$ cat src/dbsg_pkg.sv
package dbsg_pkg;

  localparam int unsigned MAX_ORDER_DEF   = 8;
  localparam int unsigned SYMBOL_BITS_DEF = 4;

  localparam int unsigned ALPHA_W    = 5;
  localparam int unsigned ORDER_W    = 4;
  localparam int unsigned CFG_DATA_W = 5;
  localparam int unsigned CFG_IDX_W  = 1;

  localparam logic [CFG_IDX_W-1:0] CFG_ALPHABET = 1'b0;
  localparam logic [CFG_IDX_W-1:0] CFG_ORDER    = 1'b1;

  localparam logic [ALPHA_W-1:0] ALPHA_RST = 5'd10;
  localparam logic [ORDER_W-1:0] ORDER_RST = 4'd2;

  typedef struct packed {
    logic clear;
    logic load_out;
    logic idx_inc;
    logic idx_one;
    logic step;
    logic copy;
  } dbsg_cmd_t;

  typedef struct packed {
    logic idx_lt_p;
    logic srch_zero;
    logic copy_done;
    logic divides;
  } dbsg_sts_t;

endpackage

$ cat src/de_bruijn_sequence_generator.sv
// De Bruijn sequence generator B(k,n), one symbol per transfer.
// Input channel (in_valid_i / in_stall_o, payload restart_i): each transfer
// requests one symbol; restart_i = 1 restarts the sequence and returns its
// first symbol. Output channel (out_valid_o / out_stall_i): symbol_o and
// cycle_end_o, which marks the last symbol of each k^n cycle.
// Configuration: cfg_we_i writes cfg_data_i to register cfg_idx_i
// (0 = alphabet size k, 1 = word order n); every write restarts the sequence.
// Write only while no request is in flight.
// A request passes the search state, then the emit state, which loads the
// symbol into the output register once the output slot is free. The last
// symbol of a word also runs the successor step: raise the rightmost digit
// below k-1, then copy the period, repeated while the new period j does not
// divide n. The copy runs one digit per cycle through the single read port
// of the digit register file.
// Reset: k = 10, n = 2, sequence at its first symbol, output empty.
// A stalled output holds its symbol; one further request is taken and held
// until the output register frees up.
module de_bruijn_sequence_generator import dbsg_pkg::*; #(
  parameter int unsigned MAX_ORDER   = MAX_ORDER_DEF,
  parameter int unsigned SYMBOL_BITS = SYMBOL_BITS_DEF
) (
  input  logic                   clk_i,
  input  logic                   rst_ni,
  input  logic                   cfg_we_i,
  input  logic [CFG_IDX_W-1:0]   cfg_idx_i,
  input  logic [CFG_DATA_W-1:0]  cfg_data_i,
  input  logic                   in_valid_i,
  output logic                   in_stall_o,
  input  logic                   restart_i,
  output logic                   out_valid_o,
  input  logic                   out_stall_i,
  output logic [SYMBOL_BITS-1:0] symbol_o,
  output logic                   cycle_end_o
);

  dbsg_cmd_t cmd;
  dbsg_sts_t sts;

  dbsg_ctrl u_ctrl (
    .clk_i       (clk_i),
    .rst_ni      (rst_ni),
    .in_valid_i  (in_valid_i),
    .in_stall_o  (in_stall_o),
    .restart_i   (restart_i),
    .out_valid_o (out_valid_o),
    .out_stall_i (out_stall_i),
    .sts_i       (sts),
    .cmd_o       (cmd)
  );

  dbsg_datapath #(
    .MAX_ORDER   (MAX_ORDER),
    .SYMBOL_BITS (SYMBOL_BITS)
  ) u_datapath (
    .clk_i       (clk_i),
    .rst_ni      (rst_ni),
    .cfg_we_i    (cfg_we_i),
    .cfg_idx_i   (cfg_idx_i),
    .cfg_data_i  (cfg_data_i),
    .cmd_i       (cmd),
    .sts_o       (sts),
    .symbol_o    (symbol_o),
    .cycle_end_o (cycle_end_o)
  );

endmodule

$ cat src/dbsg_datapath.sv
module dbsg_datapath import dbsg_pkg::*; #(
  parameter int unsigned MAX_ORDER   = MAX_ORDER_DEF,
  parameter int unsigned SYMBOL_BITS = SYMBOL_BITS_DEF
) (
  input  logic                   clk_i,
  input  logic                   rst_ni,
  input  logic                   cfg_we_i,
  input  logic [CFG_IDX_W-1:0]   cfg_idx_i,
  input  logic [CFG_DATA_W-1:0]  cfg_data_i,
  input  dbsg_cmd_t              cmd_i,
  output dbsg_sts_t              sts_o,
  output logic [SYMBOL_BITS-1:0] symbol_o,
  output logic                   cycle_end_o
);

  localparam int unsigned CNT_W = $clog2(MAX_ORDER + 2);
  localparam logic [8:0]  KMAX  = 9'(1 << SYMBOL_BITS);
  localparam logic [4:0]  NMAX  = 5'(MAX_ORDER);

  logic [ALPHA_W-1:0]     alph_q;
  logic [ORDER_W-1:0]     order_q;
  logic                   cfg_hit;
  logic                   clear;

  logic [SYMBOL_BITS-1:0] digits_q [MAX_ORDER];
  logic [CNT_W-1:0]       p_q, idx_q, i_q, r_q, srch_q, srch_d;
  logic [SYMBOL_BITS-1:0] sym_q;
  logic                   end_q;

  logic [8:0]             a9, top9;
  logic [4:0]             o5, n5;
  logic [SYMBOL_BITS-1:0] sym_top;
  logic [CNT_W-1:0]       n_eff;
  logic [CNT_W-1:0]       rd_pos;
  logic [SYMBOL_BITS-1:0] rd_data;

  always_comb begin
    cfg_hit = 1'b0;
    if (cfg_we_i) begin
      unique case (cfg_idx_i)
        CFG_ALPHABET: cfg_hit = 1'b1;
        CFG_ORDER:    cfg_hit = 1'b1;
        default:      cfg_hit = 1'b0;
      endcase
    end
  end

  assign clear = cmd_i.clear || cfg_hit;

  always_comb begin
    a9 = 9'(alph_q);
    priority if (a9 < 9'd2) begin
      top9 = 9'd1;
    end else if (a9 > KMAX) begin
      top9 = KMAX - 9'd1;
    end else begin
      top9 = a9 - 9'd1;
    end
    sym_top = top9[SYMBOL_BITS-1:0];

    o5 = 5'(order_q);
    priority if (o5 < 5'd1) begin
      n5 = 5'd1;
    end else if (o5 > NMAX) begin
      n5 = NMAX;
    end else begin
      n5 = o5;
    end
    n_eff = CNT_W'(n5);
  end

  // rightmost position within the word whose digit can still be raised
  always_comb begin
    srch_d = '0;
    for (int e = 0; e < MAX_ORDER; e++) begin
      if ((digits_q[e] < sym_top) && (CNT_W'(e + 1) <= n_eff)) begin
        srch_d = CNT_W'(e + 1);
      end
    end
  end

  assign rd_pos = cmd_i.copy ? (i_q - p_q) : idx_q;

  always_comb begin
    rd_data = '0;
    for (int e = 0; e < MAX_ORDER; e++) begin
      if (rd_pos == CNT_W'(e + 1)) begin
        rd_data = digits_q[e];
      end
    end
  end

  always_ff @(posedge clk_i or negedge rst_ni) begin
    if (!rst_ni) begin
      alph_q  <= ALPHA_RST;
      order_q <= ORDER_RST;
    end else if (cfg_we_i) begin
      unique case (cfg_idx_i)
        CFG_ALPHABET: alph_q  <= cfg_data_i[ALPHA_W-1:0];
        CFG_ORDER:    order_q <= cfg_data_i[ORDER_W-1:0];
        default:      ;
      endcase
    end
  end

  always_ff @(posedge clk_i or negedge rst_ni) begin
    if (!rst_ni) begin
      for (int e = 0; e < MAX_ORDER; e++) begin
        digits_q[e] <= '0;
      end
      p_q    <= CNT_W'(1);
      idx_q  <= CNT_W'(1);
      srch_q <= '0;
    end else begin
      srch_q <= srch_d;
      if (clear) begin
        for (int e = 0; e < MAX_ORDER; e++) begin
          digits_q[e] <= '0;
        end
        p_q   <= CNT_W'(1);
        idx_q <= CNT_W'(1);
      end else begin
        if (cmd_i.step) begin
          for (int e = 0; e < MAX_ORDER; e++) begin
            if (srch_q == CNT_W'(e + 1)) begin
              digits_q[e] <= digits_q[e] + SYMBOL_BITS'(1);
            end
          end
          p_q <= srch_q;
        end
        if (cmd_i.copy) begin
          for (int e = 0; e < MAX_ORDER; e++) begin
            if (i_q == CNT_W'(e + 1)) begin
              digits_q[e] <= rd_data;
            end
          end
        end
        if (cmd_i.idx_inc) begin
          idx_q <= idx_q + CNT_W'(1);
        end
        if (cmd_i.idx_one) begin
          idx_q <= CNT_W'(1);
        end
      end
    end
  end

  always_ff @(posedge clk_i) begin
    if (cmd_i.step) begin
      i_q <= srch_q + CNT_W'(1);
      r_q <= '0;
    end else if (cmd_i.copy) begin
      i_q <= i_q + CNT_W'(1);
      r_q <= (r_q == p_q - CNT_W'(1)) ? '0 : r_q + CNT_W'(1);
    end
    if (cmd_i.load_out) begin
      sym_q <= rd_data;
      end_q <= (idx_q == p_q) && (srch_q == '0);
    end
  end

  assign sts_o.idx_lt_p  = idx_q < p_q;
  assign sts_o.srch_zero = srch_q == '0;
  assign sts_o.copy_done = i_q > n_eff;
  assign sts_o.divides   = r_q == '0;

  assign symbol_o    = sym_q;
  assign cycle_end_o = end_q;

endmodule

$ cat src/dbsg_ctrl.sv
module dbsg_ctrl import dbsg_pkg::*; (
  input  logic      clk_i,
  input  logic      rst_ni,
  input  logic      in_valid_i,
  output logic      in_stall_o,
  input  logic      restart_i,
  output logic      out_valid_o,
  input  logic      out_stall_i,
  input  dbsg_sts_t sts_i,
  output dbsg_cmd_t cmd_o
);

  typedef enum logic [2:0] {
    ST_IDLE,
    ST_SRCH,
    ST_EMIT,
    ST_NEXT,
    ST_COPY
  } state_e;

  state_e state_q, state_d;
  logic   out_valid_q;
  logic   slot_free;
  logic   accept;

  assign in_stall_o = state_q != ST_IDLE;
  assign accept     = in_valid_i && (state_q == ST_IDLE);
  assign slot_free  = !out_valid_q || !out_stall_i;

  always_comb begin
    state_d = state_q;
    cmd_o   = '0;
    unique case (state_q)
      ST_IDLE: begin
        if (accept) begin
          cmd_o.clear = restart_i;
          state_d     = ST_SRCH;
        end
      end
      ST_SRCH: begin
        state_d = ST_EMIT;
      end
      ST_EMIT: begin
        if (slot_free) begin
          cmd_o.load_out = 1'b1;
          if (sts_i.idx_lt_p) begin
            cmd_o.idx_inc = 1'b1;
            state_d       = ST_IDLE;
          end else begin
            state_d = ST_NEXT;
          end
        end
      end
      ST_NEXT: begin
        if (sts_i.srch_zero) begin
          cmd_o.clear = 1'b1;
          state_d     = ST_IDLE;
        end else begin
          cmd_o.step = 1'b1;
          state_d    = ST_COPY;
        end
      end
      ST_COPY: begin
        if (sts_i.copy_done) begin
          if (sts_i.divides) begin
            cmd_o.idx_one = 1'b1;
            state_d       = ST_IDLE;
          end else begin
            state_d = ST_NEXT;
          end
        end else begin
          cmd_o.copy = 1'b1;
        end
      end
      default: begin
        state_d = ST_IDLE;
      end
    endcase
  end

  always_ff @(posedge clk_i or negedge rst_ni) begin
    if (!rst_ni) begin
      state_q     <= ST_IDLE;
      out_valid_q <= 1'b0;
    end else begin
      state_q <= state_d;
      if (cmd_o.load_out) begin
        out_valid_q <= 1'b1;
      end else if (!out_stall_i) begin
        out_valid_q <= 1'b0;
      end
    end
  end

  assign out_valid_o = out_valid_q;

endmodule

$ cat config.mk
export PLATFORM = sky130hd
export DESIGN_NAME = de_bruijn_sequence_generator
export DESIGN_NICKNAME = d
export VERILOG_FILES = /design/src/dbsg_pkg.sv /design/src/de_bruijn_sequence_generator.sv /design/src/dbsg_datapath.sv /design/src/dbsg_ctrl.sv
export SDC_FILE = /design/constraint.sdc
export NUM_CORES = 1
export LEC_CHECK = 0
export BUFFER_PORTS_ARGS = -buffer_cell sky130_fd_sc_hd__buf_2
export CORE_MARGIN = 2
export CORE_UTILIZATION = 55
export CTS_BUF_LIST = sky130_fd_sc_hd__clkbuf_8
export CTS_CLUSTER_DIAMETER = 200
export DETAILED_ROUTE_END_ITERATION = 8
export PLACE_DENSITY_LB_ADDON = 0.2
export REMOVE_ABC_BUFFERS = 1
export SLEW_MARGIN = 20
export SYNTH_ARGS = -nofsm -noshare
export SYNTH_HDL_FRONTEND = slang
export SYNTH_SLANG_ARGS = --single-unit
$ cat constraint.sdc
create_clock -name clk_i -period 9.5 [get_ports clk_i]
set_clock_uncertainty 0.15 [all_clocks]
set_input_delay 1.9 -clock clk_i [delete_from_list [all_inputs] [get_ports clk_i]]
set_output_delay 1.9 -clock clk_i [all_outputs]
set_load 0.1 [all_outputs]
; ---- Yosys cells after proc, flatten, opt, wreduce, memory -nomap -nowiden
; Index checks and enable logic that the tools add are counted.
[classes]
order_cmp = 22
mux = 71
bitwise = 1
add_sub_neg = 15
eq_ne = 34
n_reduce_logical = 24
[op_table]
columns = operator, n
row1 = 4-bit two-way mux, 38
row2 = 32-bit two-way mux, 3
row3 = 4-bit by 1-bit adder with 4-bit output (second input constant), 12
row4 = 4-bit by 3-bit == test with 1-bit output (second input constant), 12
row5 = 4-bit < comparator, 9
row6 = 4-bit by 2-bit == test with 1-bit output (second input constant), 6
row7 = 3-bit two-way mux, 8
row8 = 3-bit by 4-bit less-or-equal comparator with 1-bit output (first input constant), 4
row9 = 3-bit one-hot mux with 5 select lines, 1
row10 = 1-bit two-way mux, 14
row11 = 4-bit by 1-bit == test with 1-bit output (second input constant), 3
row12 = 4-bit == test (second input constant), 3
row13 = 2-bit two-way mux, 6
row14 = 1-bit logical AND, 10
row15 = 4-bit == test, 2
row16 = 2-bit by 4-bit less-or-equal comparator with 1-bit output (first input constant), 2
row17 = 4-bit logical NOT, 2
row18 = 4-bit by 1-bit subtractor with 4-bit output (second input constant), 2
row19 = 3-bit by 2-bit == test with 1-bit output (second input constant), 2
row20 = 2-bit by 1-bit inequality test with 1-bit output (second input constant), 3
row21 = 3-bit nonzero test, 2
row22 = 5-bit greater-than comparator (second input constant), 1
row23 = 5-bit by 2-bit < comparator with 1-bit output (second input constant), 1
row24 = 4-bit greater-than comparator, 1
row25 = other kinds (16), 20
[totals]
regBits = 70
elab_cells = 186

; ---- Logic depth before layout (Yosys ltp)
[depth]
ltp_word = 19
mapped_depth = 14

; ---- Hierarchy
; From an unflattened synthesis, not the netlist that was laid out.
[hier_totals]
hier_cells = 565
hier_area_um2 = 5213.8
[modules_own_cells]
columns = mod, cells_each, seq_area_each_um2, instances, area_per_inst_um2
row1 = dbsg_datapath, 531, 1682.9, 1, 4939.7
row2 = dbsg_ctrl, 34, 100.1, 1, 274.0

; ---- Worst setup path before layout
; No wires, ideal clock.
[synth_timing]
path_kind = in2reg
startpoint = in out_stall_i
endpoint = reg u_datapath.idx_q[3]
t_arrival_ps = 3168
setup_ps = 135
path_slack_ps = 6047
path_stages = 6
required_time_ps = 9215
path_buffers = 0
cell_sequence = nand2_1 > nor3b_1 > and2_0 > nor2b_1 > xnor2_1 > nor2_1
[synth_between]
elab_chain_len = 5
[synth_rtl]
columns = element, line_no
row1 = start: declaration, de_bruijn_sequence_generator.sv:31  ; input logic out_stall_i,
row2 = 1-bit logical NOT, dbsg_ctrl.sv:28  ; assign slot_free = !out_valid_q || !out_stall_i;
row3 = 1-bit logical OR, dbsg_ctrl.sv:28
row4 = 2-bit two-way mux, dbsg_ctrl.sv:44  ; if (slot_free) begin
row5 = 2-bit two-way mux, dbsg_ctrl.sv:33  ; unique case (state_q)
row6 = 3-bit nonzero test (no line), --
row7 = end signal: assignment, dbsg_datapath.sv:139  ; idx_q <= idx_q + CNT_W'(1);
row8 = end: declaration, dbsg_datapath.sv:26  ; logic [CNT_W-1:0] p_q, idx_q, i_q, r_q, srch_q, srch_d;
; No other way between the ends.
; A chain may end at the register's enable or synchronous reset.

; ---- Final worst setup path
[layout_timing]
startpoint = reg u_datapath.i_q[0]
endpoint = reg u_datapath.sym_q[0] (netlist: u_datapath.symbol_o[0]) (data pin)
[layout_between]
elab_chain_len = 13
[layout_rtl]
columns = element, line_no
row1 = start: declaration, dbsg_datapath.sv:26
row2 = start signal: assignment, dbsg_datapath.sv:150  ; i_q <= srch_q + CNT_W'(1);
row3 = start signal: assignment, dbsg_datapath.sv:153  ; i_q <= i_q + CNT_W'(1);
row4 = 4-bit greater-than comparator, dbsg_datapath.sv:164  ; assign sts_o.copy_done = i_q > n_eff;
row5 = 1-bit two-way mux, dbsg_ctrl.sv:64  ; if (sts_i.copy_done) begin
row6 = 1-bit two-way mux, dbsg_ctrl.sv:33
row7 = 4-bit two-way mux *, dbsg_datapath.sv:82  ; assign rd_pos = cmd_i.copy ? (i_q - p_q) : idx_q;
row8 = 4-bit by 1-bit == test with 1-bit output, dbsg_datapath.sv:87  ; if (rd_pos == CNT_W'(e + 1)) begin
row9 = 4-bit two-way mux (7 in series), dbsg_datapath.sv:87
row10 = 4-bit two-way mux *, dbsg_datapath.sv:87
row11 = net u_datapath.rd_data[0], dbsg_datapath.sv:35  ; logic [SYMBOL_BITS-1:0] rd_data;
row12 = end signal: assignment, dbsg_datapath.sv:157  ; sym_q <= rd_data;
row13 = end: declaration, dbsg_datapath.sv:27  ; logic [SYMBOL_BITS-1:0] sym_q;
; The timed path passes the listed nets; every way through them passes the cells marked *.

==> summary.md <==
| Metric | Value |
|---|---|
| Commonest cells in the netlist | nand2_1 (60), dfrtp_1 (52), ha_1 (49) |
| First-iteration detailed-routing DRC count | 365 |
| Root buffer cell | clkbuf_8 |
| YS warnings | 0 |
| DRC | 0 |
| Crit. End Element | register |
| Setup TNS | 0 ps |
| CTS resizes | 0 |
| Ratio of final minimum period to clock period | 41.2% |
| Nets | 667 |
| Post-Syn Instances | 590 |
| Critical path launch point type | register |
| Global-route wire length before repair | 25.0 mm |
| Worst min path class | register to register |
| Postcts setup bufs | 0 |
| Pwr Density | 221 mW/mm2 |
| Post-route minimum period | 3910 ps |
| Slew @ Worst Pin | 1060 ps |
| Most frequently used flop master after synthesis | dfrtp_1 |
| RR Endpoint | u_datapath.symbol_o[0] |
| Leakage | 0.00248 uW |
| Worst R2R Setup Slack | 5590 ps |
| Post-Syn Area per Cell | 9.28 um2 |
| Initial Util | 56.3% |
| Antenna Cells | 0 |
| Antenna violations before repair | 0 |
| RSZ-0062 raised after global routing | false |
| Die H | 104 um |
| GRT Util Overall | 29.7% |
| Fmax | 256 MHz |
| Floorplan row count | 36 |
| Worst-skew pair later-pin latency | 370 ps |
| Cell with the most instances after synthesis | nand2_1 |
| Max-Cap Viols | 0 |
| Register area share after synthesis | 32.6% |
| Routed len/inst | 20.8 um |
| Outcome | complete, no violations |
| Drt via density | 6.42 |
| Area growth, synth to finish | 7.18% |
| DIE AREA | 0.0108 mm2 |
| Port bufs | 18 |
| Detailed placer's ending HPWL | 11.6 mm |
| Peak VDD IR | 0.147 mV |
| Leading area contributor after synthesis | dfrtp_1 |
| Vias in the first global route | 4641 |
| Fill cells | 888 |
| Critical R2R Launch | u_datapath.i_q[0] |
| HP Start | u_datapath.alph_q[1] |
| Post-synth cell types | 82 |
| Top Ports | 19 |
| CTS buffer count | 9 |
| CTS Hold Bufs | 0 |
| H-tree Lvls | 3 |
| Worst-case reg-to-reg path depth | 12 |
| Synth top area share | 23.8% |
| Worst-path fanout max | 9 |
| Pin count of the biggest net entering global routing | 58 |
| Synth Register Bits | 70 |
| Share of cells above drive strength 1 | 14.4% |
| Footprint of the multi-input gates | 0.00351 mm2 |
| Hold endpoint | u_datapath.alph_q[1] |
| Die width | 104 um |
| Via Count | 4770 |
| Storage element area | 0.00178 mm2 |
| CTS tree | yes |
| Critical path required time | 9430 ps |
| Global route total overflow | 0 |
| Detailed Routing Iterations Pass 1 | 5 |
| Post-synthesis async set-or-reset flop share | 81.4% |
| Final Hold Fails | 0 |
| EDFF count, synth | 9 |
| Max Root-Sink Buffers | 2 |
| Slew HR | 28.6% |
| Hold Path Cell Cnt | 2 |
| Synthesized area | 0.00547 mm2 |
| Routability cong. | 0.900 |
| Routed Antenna Nets | 0 |
| Setup-failing EPs final | 0 |
| WHS | 399 ps |
| Critical path class | register to register |
| Core area | 0.00973 mm2 |
| Worst-path clk slew | 80 ps |
| Post-Route WL | 15.5 mm |
| Slew Viols, Final | 0 |
| Critical Path AT | 3840 ps |
| Clock sink count | 70 |
| Largest cells by area after synthesis | dfrtp_1 (24%), ha_1 (11%), edfxtp_1 (4.9%) |
worst max-delay path, cell delays in order (launching register included):
cell and delay [ps]:
edfxtp_1 410, inv_1 260, ha_1 220, inv_1 60
fa_1 460, xor2_2 430, nor3_2 90, a21oi_1 380
nor3_2 150, o21ai_1 170, nand4_1 150, nor4_4 560
o22ai_1 140
worst max-delay path by stage:
| stage | start | to | slack [ps] | cells after the start |
|---|---|---|---|---|
| floorplan | out_stall_i | u_datapath.idx_q[3] | 6050 | 6 |
| global placement | in_valid_i | u_datapath.digits_q[4] | 5630 | 9 |
| detailed placement | out_stall_i | u_datapath.idx_q[3] | 5580 | 7 |
| CTS | u_datapath.i_q[0] | u_datapath.symbol_o[0] | 5700 | 12 |
| global route | u_datapath.i_q[0] | u_datapath.symbol_o[0] | 5380 | 12 |
| finish | u_datapath.i_q[0] | u_datapath.symbol_o[0] | 5590 | 12 |
report_power, final:
part,internal (uW),total [uW],leakage [uW],switching (uW)
sequential,361,441,0.000870,80.8
combinational,189,601,0.00151,412
clock,128,255,0.0000997,128
layer usage:
layer  global-route usage, %  wire [um]
met4                    11.0        446
met1                    40.4       6840
met2                    47.3       6990
met5                       0          0
met3                    5.73       1200
logic make-up after synthesis:
group           Yosys count  share of synthesized area (%)
simple gates            205                           21.1
compound gates          161                           20.4
flops                    70                           32.6
fa+ha+maj                50                           11.6
buf+inv                  41                           3.29
xor+xnor                 39                           6.38
mux                      24                           4.66
final cells by class:
class	count	share of cell area (%)
inverters	23	1.47
multi-input cells	479	59.8
well taps	133	2.84
flip-flops and latches	70	30.4
clock buffers	10	2.35
repair buffers	22	2.05
clock inverters	6	1.07
stage by stage:
| step | cells | worst slack (ps) | area [um2] | utilization (%) | total power (uW) |
|---|---|---|---|---|---|
| 6_report | 743 | 5590 | 5870 | 60.3 | 1300 |
| 5_1_grt | 743 | 5380 | 5870 | 60.3 | 1370 |
| 2_1_floorplan | 572 | 6050 | 5380 | - | 887 |
| 3_3_place_gp | 727 | 5630 | 5670 | 58.2 | 1020 |
| 4_1_cts | 743 | 5700 | 5870 | 60.3 | 1290 |
| 3_5_place_dp | 727 | 5580 | 5670 | 58.2 | 1040 |
state kept, by name (all words and copies together) (netlist names), 3 cells and up:
register and cells:
u_datapath.srch_q 4, u_datapath.r_q 4, u_datapath.alph_q 5, u_datapath.idx_q 4, u_datapath.digits_q 32, u_ctrl.state_q 3, u_datapath.symbol_o 4, u_datapath.i_q 4
u_datapath.p_q 4, u_datapath.order_q 4
layout by cell type (no fill, tap or decap), drive strengths merged, types with 6 or more instances in the layout:
cell and instances:
nand2 60, dfrtp 52, ha 49, nor2 48, o21ai 33, a21oi 31, inv 23, buf 22
xor2 21, xnor2 18, o22ai 17, nand3 14, nand4 13, mux2i 12, nand2b 12, mux2 12
nor3 12, nor2b 11, clkbuf 10, edfxtp 9, o31ai 9, a211oi 7, nor4 7, a32oi 6
a31oi 6, a21o 6
No activity file was read; power rests on OpenSTA's default activity.
